$ cat config.mk
export PLATFORM = sky130hd
export DESIGN_NAME = lcws_queue
export DESIGN_NICKNAME = d
export VERILOG_FILES = /design/src/hdl/link_count_window_sum_assert.svh /design/src/hdl/lcws_pkg.sv /design/src/hdl/lcws_queue.sv
export SDC_FILE = /design/constraint.sdc
export NUM_CORES = 1
export LEC_CHECK = 0
export BUFFER_PORTS_ARGS = -buffer_cell sky130_fd_sc_hd__buf_2
export CORE_MARGIN = 3
export CORE_UTILIZATION = 55
export DETAILED_ROUTE_END_ITERATION = 6
export GPL_ROUTABILITY_DRIVEN = 0
export HOLD_SLACK_MARGIN = 0.08
export PLACE_DENSITY = 0.83
export SLEW_MARGIN = 20
export SYNTH_ARGS = -nofsm -noshare
export SYNTH_HDL_FRONTEND = slang
export SYNTH_SLANG_ARGS = --single-unit
$ cat constraint.sdc
create_clock -name aclk -period 3.3 [get_ports aclk]
set_input_delay 0.165 -clock aclk [delete_from_list [all_inputs] [get_ports aclk]]
set_output_delay 0.165 -clock aclk [all_outputs]
set_load 0.01 [all_outputs]
$ cat src/hdl/link_count_window_sum_assert.svh
// ----------------------------------------------------------------------------
// link count window sum assertion macros
// shared concurrent assertion forms, clocked on aclk, off during reset
// ----------------------------------------------------------------------------
`ifndef LINK_COUNT_WINDOW_SUM_ASSERT_SVH
`define LINK_COUNT_WINDOW_SUM_ASSERT_SVH

// same-cycle implication
`define LCWS_ASSERT_IMP(lbl, ante, cons) \
    lbl: assert property (@(posedge aclk) disable iff (!aresetn) (ante) |-> (cons)) \
        else $error("lcws assertion failed");

// next-cycle implication
`define LCWS_ASSERT_NXT(lbl, ante, cons) \
    lbl: assert property (@(posedge aclk) disable iff (!aresetn) (ante) |=> (cons)) \
        else $error("lcws assertion failed");

`endif

$ cat src/hdl/lcws_pkg.sv
// ----------------------------------------------------------------------------
// lcws_pkg
// sizes, word types, codes and the command format shared by all lcws modules
// ----------------------------------------------------------------------------
package lcws_pkg;

    // table dimensions
    localparam int MAX_DAYS   = 64;
    localparam int MAX_NODES  = 16;
    localparam int ROW_DEPTH  = MAX_DAYS * MAX_NODES;
    localparam int CELL_DEPTH = ROW_DEPTH * MAX_NODES;
    localparam int DAY_AW     = (MAX_DAYS > 1) ? $clog2(MAX_DAYS) : 1;
    localparam int NODE_AW    = (MAX_NODES > 1) ? $clog2(MAX_NODES) : 1;
    localparam int ROW_AW     = (ROW_DEPTH > 1) ? $clog2(ROW_DEPTH) : 1;
    localparam int CELL_AW    = (CELL_DEPTH > 1) ? $clog2(CELL_DEPTH) : 1;

    // field and value widths
    localparam int DAY_W  = 7;
    localparam int NODE_W = 5;
    localparam int LAG_W  = 7;
    localparam int CNT_W  = 16;
    localparam int CELL_W = 32;
    localparam int ROW_W  = 36;
    localparam int SUM_W  = 48;
    localparam int STEP_W = 7;

    // action codes
    localparam logic [1:0] ACT_ADD  = 2'd0;
    localparam logic [1:0] ACT_READ = 2'd1;
    localparam logic [1:0] ACT_LAG  = 2'd2;

    // register indexes
    localparam logic [1:0] REG_NUM_DAYS   = 2'd0;
    localparam logic [1:0] REG_NUM_NODES  = 2'd1;
    localparam logic [1:0] REG_LAG_LENGTH = 2'd2;

    // register reset values
    localparam logic [DAY_W-1:0]  NUM_DAYS_RST   = 7'd64;
    localparam logic [NODE_W-1:0] NUM_NODES_RST  = 5'd16;
    localparam logic [LAG_W-1:0]  LAG_LENGTH_RST = 7'd1;

    typedef struct packed {
        logic [1:0]        action;
        logic [DAY_W-1:0]  day_index;
        logic [NODE_W-1:0] source_node;
        logic [NODE_W-1:0] target_node;
        logic [CNT_W-1:0]  count_value;
    } in_word_t;

    typedef struct packed {
        logic [SUM_W-1:0] result_value;
        logic             status;
    } out_word_t;

    typedef struct packed {
        logic [DAY_W-1:0]  num_days;
        logic [NODE_W-1:0] num_nodes;
        logic [LAG_W-1:0]  lag_length;
    } cfg_t;

    typedef enum logic [1:0] {
        OP_ERR,
        OP_ADD,
        OP_READ,
        OP_LAG
    } op_t;

    typedef struct packed {
        op_t                op;
        logic [CELL_AW-1:0] cell_addr;
        logic [ROW_AW-1:0]  row_addr;
        logic [CNT_W-1:0]   count;
        logic [STEP_W-1:0]  steps;
    } cmd_t;

    typedef enum logic [2:0] {
        ST_CLEAR,
        ST_IDLE,
        ST_RD,
        ST_CALC,
        ST_WR,
        ST_LAG
    } bst_t;

endpackage

$ cat src/hdl/lcws_queue.sv
// ----------------------------------------------------------------------------
// lcws_queue
// two-entry command queue between front and back
// ----------------------------------------------------------------------------
module lcws_queue import lcws_pkg::*; (
    input  logic aclk,
    input  logic aresetn,
    input  logic in_valid,
    output logic in_ready,
    input  cmd_t in_cmd,
    output logic out_valid,
    input  logic out_ready,
    output cmd_t out_cmd
);

    localparam int DEPTH = 2;
    localparam int PTR_W = $clog2(DEPTH);

    cmd_t             slot_reg [DEPTH];
    logic [PTR_W-1:0] wr_ptr_reg, wr_ptr_next;
    logic [PTR_W-1:0] rd_ptr_reg, rd_ptr_next;
    logic [PTR_W:0]   count_reg, count_next;
    logic             do_push;
    logic             do_pop;

    assign in_ready  = (count_reg != (PTR_W+1)'(DEPTH));
    assign out_valid = (count_reg != '0);
    assign out_cmd   = slot_reg[rd_ptr_reg];
    assign do_push   = in_valid && in_ready;
    assign do_pop    = out_valid && out_ready;

    always_comb begin
        wr_ptr_next = wr_ptr_reg;
        rd_ptr_next = rd_ptr_reg;
        count_next  = count_reg;
        if (do_push) begin
            wr_ptr_next = (int'(wr_ptr_reg) == DEPTH - 1) ? '0 : wr_ptr_reg + 1'b1;
        end
        if (do_pop) begin
            rd_ptr_next = (int'(rd_ptr_reg) == DEPTH - 1) ? '0 : rd_ptr_reg + 1'b1;
        end
        if (do_push && !do_pop) begin
            count_next = count_reg + 1'b1;
        end else if (do_pop && !do_push) begin
            count_next = count_reg - 1'b1;
        end
    end

    always_ff @(posedge aclk) begin
        if (!aresetn) begin
            wr_ptr_reg <= '0;
            rd_ptr_reg <= '0;
            count_reg  <= '0;
        end else begin
            wr_ptr_reg <= wr_ptr_next;
            rd_ptr_reg <= rd_ptr_next;
            count_reg  <= count_next;
        end
    end

    always_ff @(posedge aclk) begin
        if (do_push) begin
            slot_reg[wr_ptr_reg] <= in_cmd;
        end
    end

endmodule

==> impl_metrics.env, run 1 <==
export IMPL_clockPowerShare_pct=24.4
export IMPL_pre_cts_slack_ns=1.41
export IMPL_nFillCells=353
export IMPL_cp_data_required_time_ns=3.13
export IMPL_end_kind="output port"
export IMPL_multiInputGateArea_sq_um=692
export IMPL_finish_utilization_pct=78.3
export IMPL_period_share_pct=66.4
export IMPL_portBuffers=103
export IMPL_dp_hpwl_mm=4.05
export IMPL_layout_drive_gt1_share_pct=51.5
export IMPL_finalWirelength_mm=6.97
export IMPL_layout_min_cycle_time_ns=2.19
export IMPL_power_frac_seq_pct=50.1
export IMPL_max_cap_viol_count=0
export IMPL_synth_xor_area_share_pct=0.697
export IMPL_grt_pass1_wl_mm=10.5
export IMPL_synth_largest_area_cell="edfxtp_1"
export IMPL_hold_start="in_valid"
export IMPL_grt_max_degree=50
export IMPL_layout_setup_ws_ns=1.11
export IMPL_die_w_microns=88.8
export IMPL_finalSetupViolCount=0
export IMPL_io_pins=104
export IMPL_ys_flop_type="edfxtp_1"
export IMPL_dr_wl_met3_microns=479
export IMPL_switching_share_pct=26.8
export IMPL_hold_ws_ns=0.164
export IMPL_hp_class="primary input to register"
export IMPL_power_internal_mw=2.51
export IMPL_path_max_fanout=27
export IMPL_viasPerCell=5.15
export IMPL_synth_top_area_share_pct=78.0
export IMPL_status="finished, final reports clean"
export IMPL_clk_latency_ns=0.36
export IMPL_netlist_area_sq_um=3770
export IMPL_whs_path_depth=3
export IMPL_synthTopCellsByArea="edfxtp_1 78%, mux2_2 15%, dfxtp_1 2.7%"
export IMPL_clock_fmax_mhz=456
export IMPL_vdd_drop_max_uv=621
export IMPL_synthMuxAreaShare_pct=14.6
export IMPL_htree_levels=3
export IMPL_ctsHoldBuffers=50
export IMPL_slew_headroom_pct=29.6
export IMPL_p_sw_uw=922
export IMPL_first_iter_violations=87
export IMPL_wl_met2_mm=3.67
export IMPL_p_comb_share_pct=25.5
export IMPL_post_cts_buffers=0
export IMPL_syn_num_nets=230
export IMPL_synth_adder_area_share_pct=0.332
export IMPL_dieArea_sq_um=7890
export IMPL_wl_met1_mm=2.72
export IMPL_drv_slew=0
export IMPL_cts_sink_count=103
export IMPL_synthArstFlopShare_pct=0
export IMPL_via_count=2159
export IMPL_synth_common_cells="98 x edfxtp_1, 49 x mux2_2, 5 x dfxtp_1"
export IMPL_ys_warn_count=0
export IMPL_grt_pass1_vias=2238
export IMPL_seq_area_frac_synth_pct=80.7
export IMPL_fp_row_count=29
export IMPL_setup_tns_final_ns=0
export IMPL_synth_top_family_by_area="multiplexers"
export IMPL_ff_latch_area_sq_um=3040
export IMPL_yosysMostFrequentCell="edfxtp_1"
export IMPL_synth_edf_count=98
export IMPL_cts_root_buf="clkbuf_8"
export IMPL_synth_compound_area_share_pct=0.929
export IMPL_ys_types=21
export IMPL_ant_nets=0
export IMPL_grt_overflow_total=0
export IMPL_drc=0
export IMPL_worst_slew_pin_slew_ns=1.05
export IMPL_power_per_cell_area_nw_per_um2=676
export IMPL_nets=391
export IMPL_n_antenna_cell=0
export IMPL_p_leak_nw=1.93
export IMPL_avgSynthCellArea_sq_um=21.4
export IMPL_initial_utilization_pct=58.1
export IMPL_wl_per_cell_microns=16.6
export IMPL_die_h_microns=88.8
export IMPL_skew_ns=0.0107
export IMPL_synth_cells=176
export IMPL_synth_simple_area_share_pct=1.73
export IMPL_track_usage_pct=18.4
export IMPL_first_pass_iters=4
export IMPL_rsz0062_at_grt="false"
export IMPL_cts_tree="yes"
export IMPL_timing_final_hold_violations=0
export IMPL_clk_path_buf_depth=2
export IMPL_largest_reg_flops=98
export IMPL_cts_buffers=9
export IMPL_ys_ff_latch=103
export IMPL_clk_pin_slew_worst_paths_ns=0.09
export IMPL_crit_path_start_kind="register"
export IMPL_p_total_mw=3.44
export IMPL_antenna_found_initial=0
export IMPL_cts_resized=0
export IMPL_reg2reg_depth=3
export IMPL_cp_arrival_ns=2.03
export IMPL_path_class="register to output port"
export IMPL_worstReg2RegStart="count_reg[0]"
export IMPL_top_layer_used="met4"
export IMPL_core_area_sq_um=6490
export IMPL_syn_to_final_growth_pct=34.9
metrics by stage:
| stage | instance area, sq um | cells |
|---|---|---|
| after global routing | 5090 | 419 |
| after global placement | 4370 | 353 |
| after floorplan | 3770 | 176 |
| after CTS | 5090 | 419 |
| final | 5090 | 419 |
| after detailed placement | 4370 | 353 |
cells in the final DEF, fill, tap and decap left out:
cell / instances
dfxtp_2: 1
xnor2_1: 2
a21boi_0: 1
dlygate4sd3_1: 50
and2_1: 4
clkinv_2: 2
or3_1: 1
dfxtp_1: 4
nand2b_4: 1
o21ai_0: 1
clkinvlp_4: 1
clkbuf_8: 9
and3_2: 1
ha_1: 1
inv_2: 1
xor2_1: 1
or2_2: 1
nand3b_1: 1
buf_2: 103
a21bo_2: 1
inv_6: 2
o21ai_1: 1
buf_4: 2
edfxtp_1: 98
a21boi_1: 1
mux2_2: 49
bufinv_16: 2
cell type report:
| type | count | share of cell area (%) |
|---|---|---|
| clock buffer | 9 | 2.44 |
| clock inverter | 7 | 1.87 |
| inverter | 1 | 0.0738 |
| multi-input combinational | 67 | 13.6 |
| sequential | 103 | 59.9 |
| tap | 77 | 1.89 |
| timing repair buffer | 155 | 20.3 |
power by group through the flow:
stage / Combinational [mW] / Sequential (mW) / Clock, mW
2_1_floorplan: 0.574 / 1.70 / 0
6_report: 0.875 / 1.72 / 0.840
3_5_place_dp: 0.832 / 1.75 / 0
5_1_grt: 0.945 / 1.74 / 0.908
4_1_cts: 0.883 / 1.72 / 0.853
3_3_place_gp: 0.820 / 1.74 / 0
routing by layer:
metal  track usage, %  vias up
met5                0        -
met4             7.42        0
met3             6.42       10
met2             32.1       70
met1             20.5     1071
li1                 -     1008
cells by family (layout without fill, tap and decap cells):
logic type	Yosys count	after routing
xor gates and xnor gates	3	3
muxes	49	49
and+or+nand+nor	9	9
AOI/OAI and AO/OA	5	5
buffers and inverters	6	172
adders and majority gates	1	1
DFF	103	103
worst max-delay path, cell delays in order, from the launching register on:
cell and delay [ns]:
dfxtp_2 0.68, buf_4 0.44, mux2_2 0.40, buf_2 0.14
final timing paths:
| path | end | slack (ns) |
|---|---|---|
| worst max-delay path | out_cmd[10] | 1.11 |
| worst min register to register | count_reg[1] | 0.57 |
| worst min-delay path | wr_ptr_reg | 0.16 |
| worst max register to register | slot_reg[0][21] | 1.42 |
Power figures use the tool's default switching activity.
==> run 2, diff against run 1 <==
--- a/config.mk
+++ b/config.mk
@@ -7,11 +7,11 @@
 export LEC_CHECK = 0
 export BUFFER_PORTS_ARGS = -buffer_cell sky130_fd_sc_hd__buf_2
 export CORE_MARGIN = 3
-export CORE_UTILIZATION = 55
+export CORE_UTILIZATION = 46
 export DETAILED_ROUTE_END_ITERATION = 6
 export GPL_ROUTABILITY_DRIVEN = 0
 export HOLD_SLACK_MARGIN = 0.08
-export PLACE_DENSITY = 0.83
+export PLACE_DENSITY = 0.74
 export SLEW_MARGIN = 20
 export SYNTH_ARGS = -nofsm -noshare
 export SYNTH_HDL_FRONTEND = slang
==> constraint.sdc (replaced) <==
create_clock -name aclk -period 1.8 [get_ports aclk]
set_input_delay 0.09 -clock aclk [delete_from_list [all_inputs] [get_ports aclk]]
set_output_delay 0.09 -clock aclk [all_outputs]
set_load 0.01 [all_outputs]
==> run 2 against run 1 <==
Effect of this change: non-clock buffer count grew 4; utilization is 13 points lower; hold slack improved by 0.037 ns; clock skew down 0.0018 ns; critical path depth did not move; global-route usage decreased by 3.3 points; via count is 2.1% lower; power increased by 75%; final cell count up 6.7%; clock power up 44%; final area is 0.96% higher; setup slack worse by 0.97 ns; critical endpoint is now out_cmd[46]; largest cell class unchanged.
==> impl_metrics.env, run 2 (synthesis results as in run 1) <==
export IMPL_die_h_microns=96.5
export IMPL_antenna_found_initial=0
export IMPL_path_class="register to output port"
export IMPL_hold_ws_ns=0.201
export IMPL_clk_pin_slew_worst_paths_ns=0.09
export IMPL_worst_slew_pin_slew_ns=0.388
export IMPL_core_area_sq_um=7850
export IMPL_critPathSlowestCell="mux2_2"
export IMPL_instances_no_fill=447
export IMPL_grt_pass1_wl_mm=10.4
export IMPL_ctsHoldBuffers=51
export IMPL_n_antenna_cell=0
export IMPL_slew_headroom_pct=74.1
export IMPL_dp_hpwl_mm=4.03
export IMPL_clk_path_buf_depth=2
export IMPL_max_cap_viol_count=0
export IMPL_die_w_microns=96.5
export IMPL_first_pass_iters=4
export IMPL_layout_drive_gt1_share_pct=51.3
export IMPL_grt_max_degree=50
export IMPL_pre_cts_slack_ns=0.242
export IMPL_nFillCells=584
export IMPL_final_cell_mix="103 x buf_2, 98 x edfxtp_1, 51 x dlygate4sd3_1"
export IMPL_drc=0
export IMPL_track_usage_pct=15.1
export IMPL_grt_overflow_total=0
export IMPL_drv_slew=0
export IMPL_cts_sink_count=103
export IMPL_syn_to_final_growth_pct=36.2
export IMPL_period_share_pct=92.1
export IMPL_finish_utilization_pct=65.4
export IMPL_cts_resized=0
export IMPL_ant_nets=0
export IMPL_post_cts_buffers=0
export IMPL_skew_ns=0.00890
export IMPL_layout_commonest_cell="buf_2"
export IMPL_clk_latency_ns=0.34
export IMPL_via_count=2114
export IMPL_wl_per_cell_microns=15.1
export IMPL_htree_levels=3
export IMPL_cts_tree="yes"
export IMPL_cts_root_buf="clkbuf_8"
export IMPL_crit_path_start_kind="register"
export IMPL_cp_arrival_ns=1.57
export IMPL_p_leak_nw=1.92
export IMPL_status="finished, final reports clean"
export IMPL_layout_setup_ws_ns=0.142
export IMPL_worstPathCellList="buf_4 -> mux2_2 -> buf_2"
export IMPL_portBuffers=103
export IMPL_layout_min_cycle_time_ns=1.66
export IMPL_viasPerCell=4.73
export IMPL_rsz0062_at_grt="false"
export IMPL_hp_class="primary input to register"
export IMPL_nets=395
export IMPL_cp_data_required_time_ns=1.71
export IMPL_dpl_cell_count=381
export IMPL_vdd_drop_max_uv=572
export IMPL_power_per_cell_area_nw_per_um2=1170
export IMPL_first_iter_violations=83
export IMPL_path_max_fanout=29
export IMPL_cts_buffers=9
export IMPL_initial_utilization_pct=48.1
export IMPL_io_pins=104
export IMPL_clock_fmax_mhz=603
export IMPL_setup_tns_final_ns=0
export IMPL_end_kind="output port"
export IMPL_finalSetupViolCount=0
export IMPL_largest_reg_flops=98
export IMPL_max_stage_delay_ns=0.39
export IMPL_fp_row_count=32
export IMPL_grt_pass1_vias=2262
export IMPL_timing_final_hold_violations=0
export IMPL_dieArea_sq_um=9320
export IMPL_finalWirelength_mm=6.74
[run 2: report_power, final]
| part | leakage, nW | switching, mW | internal (mW) |
|---|---|---|---|
| logic | 0.889 | 0.854 | 0.873 |
| clock network | 0.0708 | 0.721 | 0.487 |
| registers | 0.957 | 0.0916 | 2.99 |
| total | 1.92 | 1.67 | 4.35 |
[run 2: critical path, delay by kind of cell, from the launching register on]
kind / cells / cell delay (ns)
buf+inv: 2 / 0.49
mux: 1 / 0.39
flops: 1 / 0.33
[run 2: area by class of cell]
cell class	count	area [sq um]	area share, %
Clock inverter	6	38.8	0.755
Sequential cell	103	3040	59.3
Timing Repair Buffer	159	1100	21.4
Inverter	1	7.51	0.146
Tap cell	102	128	2.49
Multi-Input combinational cell	67	692	13.5
Clock buffer	9	124	2.41
[run 2: worst paths after layout]
path,start,end,slack [ns],cells after the start
min,out_ready,register,0.20,4
max reg2reg,count_reg[0],count_reg[1],0.21,5
max,register,out_cmd[46],0.14,3
min reg2reg,count_reg[1],count_reg[1],0.56,2
[run 2: metrics by stage]
stage               instance area [sq um]  power (mW)
detailed placement                   4460        4.80
global route                         5130        6.37
finish                               5130        6.02
floorplan                            3780        4.18
global placement                     4460        4.77
CTS                                  5130        6.09
[run 2: layer usage]
| metal | share of wire (%) | track usage [%] |
|---|---|---|
| met5 | 0 | 0 |
| met1 | 41 | 17.4 |
| met2 | 52 | 26.6 |
| met4 | 0.76 | 4.56 |
| met3 | 6.7 | 5.03 |
