## config.mk

```make
export PLATFORM = sky130hd
export DESIGN_NAME = lcws_front
export DESIGN_NICKNAME = d
export VERILOG_FILES = /design/src/hdl/link_count_window_sum_assert.svh /design/src/hdl/lcws_pkg.sv /design/src/hdl/lcws_front.sv
export SDC_FILE = /design/constraint.sdc
export NUM_CORES = 1
export LEC_CHECK = 0
export BUFFER_PORTS_ARGS = -buffer_cell sky130_fd_sc_hd__clkbuf_2
export CORE_MARGIN = 4
export CORE_UTILIZATION = 40
export DETAILED_ROUTE_END_ITERATION = 16
export PLACE_DENSITY = 0.78
export SLEW_MARGIN = 20
export SYNTH_ARGS = -nofsm -noshare
export SYNTH_HDL_FRONTEND = slang
export SYNTH_SLANG_ARGS = --single-unit
```

## constraint.sdc

```tcl
create_clock -name vclk -period 6.43
set_input_delay 0.9645 -clock vclk [all_inputs]
set_output_delay 0.9645 -clock vclk [all_outputs]
set_load 0.01 [all_outputs]
```

## src/hdl/link_count_window_sum_assert.svh

```systemverilog
// ----------------------------------------------------------------------------
// link count window sum assertion macros
// shared concurrent assertion forms, clocked on aclk, off during reset
// ----------------------------------------------------------------------------
`ifndef LINK_COUNT_WINDOW_SUM_ASSERT_SVH
`define LINK_COUNT_WINDOW_SUM_ASSERT_SVH

// same-cycle implication
`define LCWS_ASSERT_IMP(lbl, ante, cons) \
    lbl: assert property (@(posedge aclk) disable iff (!aresetn) (ante) |-> (cons)) \
        else $error("lcws assertion failed");

// next-cycle implication
`define LCWS_ASSERT_NXT(lbl, ante, cons) \
    lbl: assert property (@(posedge aclk) disable iff (!aresetn) (ante) |=> (cons)) \
        else $error("lcws assertion failed");

`endif

```

## src/hdl/lcws_pkg.sv

```systemverilog
// ----------------------------------------------------------------------------
// lcws_pkg
// sizes, word types, codes and the command format shared by all lcws modules
// ----------------------------------------------------------------------------
package lcws_pkg;

    // table dimensions
    localparam int MAX_DAYS   = 64;
    localparam int MAX_NODES  = 16;
    localparam int ROW_DEPTH  = MAX_DAYS * MAX_NODES;
    localparam int CELL_DEPTH = ROW_DEPTH * MAX_NODES;
    localparam int DAY_AW     = (MAX_DAYS > 1) ? $clog2(MAX_DAYS) : 1;
    localparam int NODE_AW    = (MAX_NODES > 1) ? $clog2(MAX_NODES) : 1;
    localparam int ROW_AW     = (ROW_DEPTH > 1) ? $clog2(ROW_DEPTH) : 1;
    localparam int CELL_AW    = (CELL_DEPTH > 1) ? $clog2(CELL_DEPTH) : 1;

    // field and value widths
    localparam int DAY_W  = 7;
    localparam int NODE_W = 5;
    localparam int LAG_W  = 7;
    localparam int CNT_W  = 16;
    localparam int CELL_W = 32;
    localparam int ROW_W  = 36;
    localparam int SUM_W  = 48;
    localparam int STEP_W = 7;

    // action codes
    localparam logic [1:0] ACT_ADD  = 2'd0;
    localparam logic [1:0] ACT_READ = 2'd1;
    localparam logic [1:0] ACT_LAG  = 2'd2;

    // register indexes
    localparam logic [1:0] REG_NUM_DAYS   = 2'd0;
    localparam logic [1:0] REG_NUM_NODES  = 2'd1;
    localparam logic [1:0] REG_LAG_LENGTH = 2'd2;

    // register reset values
    localparam logic [DAY_W-1:0]  NUM_DAYS_RST   = 7'd64;
    localparam logic [NODE_W-1:0] NUM_NODES_RST  = 5'd16;
    localparam logic [LAG_W-1:0]  LAG_LENGTH_RST = 7'd1;

    typedef struct packed {
        logic [1:0]        action;
        logic [DAY_W-1:0]  day_index;
        logic [NODE_W-1:0] source_node;
        logic [NODE_W-1:0] target_node;
        logic [CNT_W-1:0]  count_value;
    } in_word_t;

    typedef struct packed {
        logic [SUM_W-1:0] result_value;
        logic             status;
    } out_word_t;

    typedef struct packed {
        logic [DAY_W-1:0]  num_days;
        logic [NODE_W-1:0] num_nodes;
        logic [LAG_W-1:0]  lag_length;
    } cfg_t;

    typedef enum logic [1:0] {
        OP_ERR,
        OP_ADD,
        OP_READ,
        OP_LAG
    } op_t;

    typedef struct packed {
        op_t                op;
        logic [CELL_AW-1:0] cell_addr;
        logic [ROW_AW-1:0]  row_addr;
        logic [CNT_W-1:0]   count;
        logic [STEP_W-1:0]  steps;
    } cmd_t;

    typedef enum logic [2:0] {
        ST_CLEAR,
        ST_IDLE,
        ST_RD,
        ST_CALC,
        ST_WR,
        ST_LAG
    } bst_t;

endpackage

```

## src/hdl/lcws_front.sv

```systemverilog
// ----------------------------------------------------------------------------
// lcws_front
// accepts input words, range-checks them and turns them into table commands
// ----------------------------------------------------------------------------
module lcws_front import lcws_pkg::*; (
    input  cfg_t     cfg,
    input  logic     enable,
    input  logic     s_valid,
    output logic     s_ready,
    input  in_word_t s_data,
    input  logic     q_ready,
    output logic     push,
    output cmd_t     cmd
);

    logic               day_ok;
    logic               src_ok;
    logic               tgt_ok;
    logic               err;
    logic [DAY_AW-1:0]  day0;
    logic [NODE_AW-1:0] src0;
    logic [NODE_AW-1:0] tgt0;
    logic [ROW_AW-1:0]  row;
    logic [LAG_W-1:0]   lag_eff;
    logic [LAG_W-1:0]   lag_m1;
    logic [DAY_W-1:0]   first;
    logic [DAY_AW-1:0]  first0;

    assign s_ready = enable && q_ready;
    assign push    = s_valid && s_ready;

    always_comb begin
        day_ok = (s_data.day_index != '0) && (s_data.day_index <= cfg.num_days)
                 && (int'(s_data.day_index) <= MAX_DAYS);
        src_ok = (s_data.source_node != '0) && (s_data.source_node <= cfg.num_nodes)
                 && (int'(s_data.source_node) <= MAX_NODES);
        tgt_ok = (s_data.target_node != '0) && (s_data.target_node <= cfg.num_nodes)
                 && (int'(s_data.target_node) <= MAX_NODES);
        err    = (s_data.action != ACT_ADD && s_data.action != ACT_READ
                  && s_data.action != ACT_LAG)
                 || !day_ok || !src_ok || (s_data.action != ACT_LAG && !tgt_ok);

        day0 = DAY_AW'(s_data.day_index - 7'd1);
        src0 = NODE_AW'(s_data.source_node - 5'd1);
        tgt0 = NODE_AW'(s_data.target_node - 5'd1);
        row  = ROW_AW'(int'(day0) * MAX_NODES + int'(src0));

        // window start, clipped at day 1
        lag_eff = (cfg.lag_length == '0) ? 7'd1 : cfg.lag_length;
        lag_m1  = lag_eff - 7'd1;
        first   = (s_data.day_index > lag_m1) ? (s_data.day_index - lag_m1) : 7'd1;
        first0  = DAY_AW'(first - 7'd1);

        cmd.cell_addr = CELL_AW'(int'(row) * MAX_NODES + int'(tgt0));
        cmd.count     = s_data.count_value;
        cmd.steps     = STEP_W'(s_data.day_index - first);
        if (err) begin
            cmd.op       = OP_ERR;
            cmd.row_addr = row;
        end else if (s_data.action == ACT_LAG) begin
            cmd.op       = OP_LAG;
            cmd.row_addr = ROW_AW'(int'(first0) * MAX_NODES + int'(src0));
        end else if (s_data.action == ACT_READ) begin
            cmd.op       = OP_READ;
            cmd.row_addr = row;
        end else begin
            cmd.op       = OP_ADD;
            cmd.row_addr = row;
        end
    end

endmodule

```

==> summary.md, run 1 <==
The logs give 4.84 ns for the critical path data arrival time and 74 for the DRC marker count from the first detailed-route iteration. After synthesis, the mean cell area works out to 7.486 um2. The cell type contributing the most total cell area after synthesis is ha_1. The logs give 0.001505 mm2 for the area used by multi-input combinational logic and 4.038 mm for the placed wire-length estimate after detailed placement. In this run the standard cell core region covers 0.004324 mm2. The proportion of layout cells with a drive suffix above 1 is 0.3106, and the post-synthesis cell area is 0.001782 mm2.

Across the VDD grid, the largest voltage drop is 0.00004720 V. The sequential element share of the synthesized area was 0. The share of total power in the clock network is 0, and the number of violations of the max-capacitance limit is 0. In this run the worst path has a maximum fanout of 5. The congestion estimate from routability-driven global placement came to 0.8894.

Yosys printed 0 warnings. At the end of the flow, the number of nets in the layout was 390. STA classifies the critical path startpoint as an input pin.

The final period demand of the worst path came out at 5.808 ns. The final number of hold-violating endpoints is 0, and the count of unresolved DRC violations after routing is 0. Setup repair after global routing left no endpoint under its margin. The combinational cell fraction of total power was 1.000; the count of antenna diodes in the layout was 0.

The floorplan step defined a die boundary enclosing 0.005586 mm2. Setup slack closes at 0.6224 ns. The first global-routing pass estimated 7.224 mm of wire. Period utilization: 0.9032.

Detailed-route wire length: 4.452 mm. The slowest stage of the critical path belongs to the cell or4_4. The floorplan step set the die height to 74.74 um. The tools report the maximum number of pins on one net before global-route repair as 10.

The final number of setup-violating endpoints was 0. In this run, distinct cell masters in the synthesized netlist total 49. For the final max-slew violation count, the log shows 0. The sequential cells in the finished layout cover a total of 0 um2. The critical path is of the in2out type.

For the overall track demand over capacity in global routing, the log shows 0.1572. The count of pins on the block boundary came out at 108. Prior to clock tree synthesis, the placed netlist has a worst setup slack of 0.6094 ns. The signal on the critical path passes through clkbuf_2 -> or4_4 -> o21ai_2 -> nor3_1 -> nand2b_1 -> xor2_1 -> ha_1 -> nand4_1 -> nor2_1 -> and2_1 -> o21ai_2 -> or2b_1 -> inv_1 -> fa_1 -> nor2b_1 -> o21ai_0 -> nand2b_1 -> a21o_1 -> a21oi_1 -> xor2_1 -> xnor2_1 -> clkbuf_2.

The placed cell count came out at 345. Port buffering added 76 buffers. Switching share of power: 0.5526.

The min-delay analysis places its worst path in the category in2out. The number of nets with antenna violations after detailed routing is 0. The flow ran to the end, and the final reports show no timing, DRC or antenna violations. Transition time of the tightest slew-check pin: 0.4414 ns.

At the worst endpoint, the required time is 5.47 ns. For this run, the number of standard cells in the final layout without fillers is 345. From synthesis to final layout, the design area changed by 16.22%.

By area the synthesized netlist is led by ha_1, buf_4, xor2_1. For this run, the top clock speed supported by timing is 172.2 MHz. The final route contains 1775 vias. The tools report the number of filler instances in the final layout as 458. Synthesis produced a netlist with a net count of 333. The run gives 0 as the buffer count from post-CTS setup fixing. In this run the core area contains 24 standard-cell rows.

The width of the chip was 74.74 um. Portion of synthesized cell area occupied by the leading cell type: 0.2528. Dividing the detail-routed wire length by the instance count gives 12.90 um. Summed over all nets, the switching power comes to 130.2 uW. The worst setup path is captured at an output port.

The tools report the setup total negative slack as 0 ns. Using the TritonRoute via totals, the vias-per-cell ratio works out to 5.145. The final-layout clock buffer total was 0; the number of search-and-repair iterations in the first detailed-routing pass was 4. The initial cell density of the core is 0.4120. In the layout the commonest cells are clkbuf_2, ha_1, inv_1.

Static leakage: 0.001135 uW. The gate count after technology mapping is 238. Hold repair after CTS inserted 0 buffers.

In this run the power density over the cells is 113.7 mW/mm2. The max-slew headroom at the worst pin was 0.7011. Number of global-route vias before repair: 1645. The number of antenna violations at the first check in global routing came out at 0. The internal portion of the total power is 105.4 uW.

The number of buffers and inverters on the critical path is 3. The design has 0 sequential cells. The number of resized instances in the post-cts repair step is 0, and the delay of the slowest cell on the worst path is 0.56 ns. In this design, the largest share of critical-path delay is due to simple AND/OR/NAND/NOR gates.

The library cell used most frequently in the layout, excluding fill and tap cells, is clkbuf_2. Global routing finished with a remaining overflow of 0. The run gives 0 as the share of total power in sequential cells.
[path summary, 6_finish.rpt]
path | from | to | slack (ns) | cells after the start
max | cfg[4] | cmd[6] | 0.62 | 22
min | s_data[4] | cmd[11] | 1.93 | 0
[layout make-up]
cell class,count,area share
repair buffers,78,0.1909
inverters,28,0.05076
multi-input cells,187,0.7269
well taps,52,0.03142
[power by group through the flow]
stage,clock network (uW),registers [uW],logic [uW]
floorplan,0,0,175
global route,0,0,265
global placement,0,0,232
finish,0,0,236
CTS,0,0,238
detailed placement,0,0,237
[synth_stat cells (5+ instances only)]
cell and count:
nor2_1 16, nor3_1 6, buf_4 20, ha_1 36, nor2b_1 5, a21o_1 5
xnor2_1 11, inv_1 28, o21ai_0 8, a21oi_1 14, xor2_1 13, nand2_1 13
nand4_1 5
[routing by layer]
layer / wire length [um] / vias up / track usage
met2: 2115 / 61 / 0.2888
met5: 0 / - / 0
met1: 1906 / 787 / 0.2000
met3: 327 / 10 / 0.01335
met4: 103 / 0 / 0.03162
li1: - / 917 / -
[stage by stage]
step	area (um2)	hold slack (ns)	util	power, uW
detailed placement	2071	1.929	0.4789	236.7
global route	2071	1.929	0.4789	265.1
finish	2071	1.929	0.4789	235.5
CTS	2071	1.929	0.4789	237.6
global placement	2071	1.929	0.4789	232.2
floorplan	1782	1.992	-	174.8
[kinds of logic (layout without fill, tap and decap cells)]
kind of cell	Yosys count	after routing	synth area share
AND/OR/NAND/NOR	70	70	0.2100
adder cells (fa/ha/maj)	38	38	0.2753
AO/OA/AOI/OAI	50	50	0.2001
multiplexers	3	3	0.01685
XOR/XNOR	26	26	0.1426
buffers and inverters	51	106	0.1552
No activity file was read; power rests on OpenSTA's default activity.
==> run 2, diff against run 1 <==
Settings changed: GPL_TIMING_DRIVEN set to 0.
==> run 2 against run 1 <==
Net effect: critical path depth down 1; non-clock buffer count up 36; wire length up 6.0%.
==> summary.md, run 2 (synthesis results as in run 1) <==
The number of antenna diodes in the final layout is 0. Hold repair after CTS inserted 0 buffers. The final number of hold-violating endpoints is 0, and the count of flip-flops and latches is 0. The final number of setup-violating endpoints was 0; the via count normalized by instance count was 4.984. The cell row count is 24, and the proportion of layout cells with a drive suffix above 1 is 0.3860.

At the worst endpoint, the required time is 5.47 ns. The worst setup path is launched from an input pin. The worst min-delay path class is in2out.

The library cells used most frequently in the layout, excluding fill and tap cells, are clkbuf_2, ha_1, inv_1. Final max-slew violation count: 0. The remaining global-route overflow came out at 0. In this run the post-CTS setup repair buffer count came out at 0. The critical path data arrival time was 5.03 ns; the net count reported at finish was 426.

The worst setup path is of the in2out kind. The run gives 0.4385 ns as the post-route worst setup slack. The run gives 0 as the number of antenna violations at the first check in global routing. The tools report the highest attainable clock frequency as 166.9 MHz. The worst setup path endpoint was cmd[6]. The maximum number of pins on one net before global-route repair was 11; the DRC marker count from the first detailed-route iteration was 61. The pre-CTS setup slack is 0.3526 ns, and the final estimated routing congestion in global placement is 0.8832. The transition time of the tightest slew-check pin came out at 0.4488 ns. The width of the chip works out to 74.74 um. The number of violations of the max-capacitance limit was 0.

Critical path capture point type: an output port. The tools report the total power as 255.5 uW. The area added between synthesis and finish came out at 29.64%. For the detailed-route wire length, the log shows 4.719 mm. The first global-routing pass estimated 7.293 mm of wire. The floorplan die area came out at 0.005586 mm2. After routing, the total negative slack on setup checks comes to 0 ns.

The final period demand of the worst path was 5.992 ns; the largest voltage drop on the vdd net was 0.00005031 V. The initial cell density of the core was 0.4120. The period utilization was 0.9318; the static leakage was 0.001298 uW.

In the final layout, flip-flops and latches occupy 0 um2. The library cell used most frequently in the layout, excluding fill and tap cells, is clkbuf_2. The largest fanout on the critical path is 10. Setup repair after global routing left no endpoint under its margin.

The final-layout clock buffer total was 0; the floorplan core area was 0.004324 mm2. Max-slew headroom at the worst pin: 0.6987. In the final routed layout, each cell accounts on average for 12.39 um. In the routed design, unresolved DRC markers number 0. Once detail routing completed, the nets flagged for antenna violations numbered 0. During placement, the flow inserted port buffers numbering 91. The wire-length estimate of the detail-placed layout is 4.248 mm.

The die height is 74.74 um. The flow ran to the end, and the final reports show no timing, DRC or antenna violations. The worst hold path begins at s_data[15]. In this run the count of I/O pins placed on the die edge is 108.

The overall track demand over capacity in global routing came out at 0.1589. The routed layout has 1899 vias. The pre-antenna-repair detailed-routing pass consisted of 4 iterations.

The areal power density over the cells was 110.6 mW/mm2. The tools report the number of global-route vias before repair as 1720. The first element of the critical path was cfg[4].
==> run 2: changes by cell type in the layout (fill, tap and decap cells not counted) <==
cell,previous run,this run
buf_4,2,20
clkbuf_2,76,91
buf_2,0,2
buf_6,0,1
o21ai_2,3,2
o21ai_4,0,1
==> run 2: how the worst min path moves through the flow <==
stage          cells after the start      end  slack [ns]
2_1_floorplan                      1  cmd[33]        1.99
3_3_place_gp                       2   cmd[8]        2.12
3_5_place_dp                       2  cmd[22]        2.12
4_1_cts                            2  cmd[22]        2.12
5_1_grt                            2   cmd[7]        2.12
6_report                           2  cmd[22]        2.12
==> run 2: metal layers <==
metal	wire length, um	vias to the layer above	GRT usage
met5	0	-	0
met4	60	0	0.01779
met3	323	6	0.01068
met2	2336	54	0.2995
met1	1999	842	0.2030
li1	-	997	-
==> run 2: worst max-delay path, stage by stage <==
cell	delay [ns]
clkbuf_2	0.11
or4_4	0.57
o21ai_4	0.28
nor3_1	0.14
xnor2_1	0.15
ha_1	0.33
a21oi_1	0.23
o21ai_0	0.13
a31oi_1	0.29
o21ai_2	0.12
buf_6	0.15
a21oi_1	0.19
fa_1	0.25
nor2b_1	0.05
o21ai_0	0.16
nand2b_1	0.11
a21o_1	0.19
a21oi_1	0.16
xor2_1	0.19
xnor2_1	0.13
clkbuf_2	0.15
==> run 2: final cells by class <==
cell class | count | area, um2
inverter | 28 | 105.1
timing repair buffer | 91 | 455.4
tap | 52 | 65.06
multi-input combinational | 187 | 1513
buffer | 23 | 171.4
fill | 437 | 2014
==> run 2: power by group <==
group	leakage, uW	switching [uW]	internal, uW	total (uW)
registers	0	0	0	0
clock network	0	0	0	0
logic	0.00130	137	118	255
total	0.00130	137	118	255
==> run 2: what timing repair did <==
action | in CTS | in global routing
endpoints found under the setup margin | 0 | 1
endpoints found under the hold margin | 0 | 0
resized for setup | 0 | 1
==> run 2: metrics by stage <==
stage	util	instances	instance area (um2)	hold WS, ns
final	0.5341	381	2310	2.116
after global routing	0.5341	381	2310	2.121
after CTS	0.5324	381	2302	2.118
after detailed placement	0.5324	381	2302	2.119
after global placement	0.5324	381	2302	2.118
after floorplan	-	238	1782	1.992
==> run 3, diff against run 2 <==
Settings changed: CORE_UTILIZATION 40 to 46, PLACE_DENSITY 0.78 to 0.88.
==> run 3 against run 2 <==
Net effect: global-route usage grew 2.2 points; largest power group unchanged; die area shrank 12%; first-iteration DRC count shrank 21%; sequential share of layout area is the same; utilization grew 9.2 points; combinational power is essentially flat; critical path depth is the same; wire length shrank 2.2%; count of clock-buffer cells in the layout is the same; highest routed layer unchanged; cell count shrank 1.0%; critical endpoint unchanged; non-clock buffer count is the same.
==> summary.md, run 3 (synthesis results as in run 1) <==
The period utilization was 0.9365. The routed layout has 1945 vias. The worst-case IR drop observed on VDD is 0.00004458 V. The delay of the slowest cell on the worst path is 0.57 ns, and the final estimated routing congestion in global placement is 0.8977. In the final routed layout, each cell accounts on average for 12.25 um.

The clock buffers instantiated in the layout total 0. The cell row count was 22. STA classifies the critical path endpoint as an output port. The number of antenna violations at the first check in global routing was 0; the initial cell density of the core was 0.4830. The number of search-and-repair iterations in the first detailed-routing pass is 4. Setup repair after global routing left no endpoint under its margin. For this run, the top clock speed supported by timing is 166.1 MHz.

The final number of setup-violating endpoints was 0; the count of unresolved DRC violations after routing was 0. The tools report the worst-case hold path end point as cmd[21]. The run gives 377 as the placed cell count. Family with the most delay on the worst path: compound AO/OA/AOI/OAI gates. The area growth from synthesis to layout is 29.71%. The top cell types in the final layout, fill and taps aside, are clkbuf_2, ha_1, inv_1. STA classifies the critical path startpoint as an input pin. The number of buffers and inverters on the critical path is 3.

The floorplan die area is 0.004933 mm2, and the largest fanout on the critical path is 10. DRC marker count from the first detailed-route iteration: 48. The worst min-delay path class was in2out. The most common cell after layout, fill and taps aside was clkbuf_2. The signal on the critical path passes through clkbuf_2 -> or4_4 -> o21ai_4 -> nor3_1 -> xnor2_1 -> ha_1 -> a21oi_1 -> o21ai_0 -> a31oi_2 -> o21ai_2 -> buf_6 -> a21oi_1 -> fa_1 -> nor2b_1 -> o21ai_0 -> nand2b_1 -> a21o_1 -> a21oi_1 -> xor2_1 -> xnor2_1 -> clkbuf_2. The slowest stage of the critical path belongs to the cell or4_4. The count of flip-flops and latches was 0; the final max-slew violation count was 0. The floorplan core area is 0.003689 mm2, and the transition time of the tightest slew-check pin is 0.4521 ns. The tools report the final cell count without fillers as 377. Registers take 0 um2. The tools report the overall track demand over capacity in global routing as 0.1809.

The critical path data arrival time came out at 5.06 ns. The remaining global-route overflow was 0; the total of buffers placed on input and output ports was 91. At the placement stage, the worst setup path has a slack of 0.2785 ns. Final period demand of the worst path: 6.022 ns.

The flow ran to the end, and the final reports show no timing, DRC or antenna violations. Width of the chip: 70.24 um. The tool flagged a number of max-cap violations equal to 0. The first element of the critical path was cfg[4].

The max-slew headroom at the worst pin is 0.6938, and the number of nets with antenna violations after detailed routing is 0. For this design the ratio of total power to cell area is 110.9 mW/mm2. The proportion of layout cells with a drive suffix above 1 was 0.3891.

The run gives 11 as the maximum number of pins on one net before global-route repair. Data on the critical path is required at its endpoint by 5.47 ns. 0 antenna diodes ended up in the layout. The tools report the start point of the worst hold path as s_data[14].

Placed wire-length estimate after detailed placement: 4.259 mm. The worst hold path passes through 2 cells. The hold buffer count at CTS was 0; the detailed-route wire length was 4.617 mm. The logs give 7.790 mm for the first-pass GRT wire length and 0 ns for the setup total negative slack. After layout, the worst setup slack is 0.4080 ns. The run gives 108 as the count of pins on the block boundary. Die height: 70.24 um. Summed over all cells, the static leakage comes to 0.001298 uW. In the final design database the tool counted 426 nets. The via count normalized by instance count is 5.159.

The most numerous cell type found on the critical path is a21oi_1. For the final number of hold-violating endpoints, the log shows 0. The setup path with the least slack is of type in2out. The worst hold margin came out at 2.117 ns.

The tools report the number of global-route vias before repair as 1869.
==> run 3: cell counts in the layout (fill, tap and decap cells not counted) <==
Identical to the previous run, type by type.
==> run 3: worst max-delay path by stage <==
stage	to	slack (ns)	cells past startpoint
floorplan	cmd[6]	0.94	19
global placement	cmd[6]	0.46	21
detailed placement	cmd[6]	0.28	21
CTS	cmd[6]	0.27	21
global route	cmd[6]	0.03	21
finish	cmd[6]	0.41	21
==> run 3: what timing repair did <==
item | 4_1_cts | 5_1_grt
setup buffers | 0 | 0
gates resized for setup | 0 | 2
setup endpoints to repair | 0 | 1
==> run 3: report_power, final <==
group	leakage (uW)	total, uW	internal (uW)	switching [uW]
logic	0.00130	256	118	138
clock network	0	0	0	0
registers	0	0	0	0
==> run 3: layer usage <==
layer | global-route usage | part of all wire | wire length, um | up-vias
li1 | - | - | - | 999
met4 | 0.01702 | 0.0095 | 44 | 0
met3 | 0.02014 | 0.075 | 347 | 6
met2 | 0.3482 | 0.49 | 2281 | 70
met1 | 0.2186 | 0.42 | 1943 | 870
met5 | 0 | 0 | 0 | -
==> run 3: metrics by stage <==
stage               cell area [um2]  utilization  total power (uW)
floorplan                      1782            -             174.8
global placement               2297       0.6228             248.2
detailed placement             2297       0.6228             255.4
CTS                            2297       0.6228             256.4
global route                   2311       0.6265             284.9
finish                         2311       0.6265             256.3
==> run 3: layout make-up <==
type	instances	area (um2)
Multi-Input combinational cell	187	1519
Fill cell	372	1378
Timing Repair Buffer	91	455.4
Buffer	23	171.4
Inverter	28	105.1
Tap cell	48	60.06
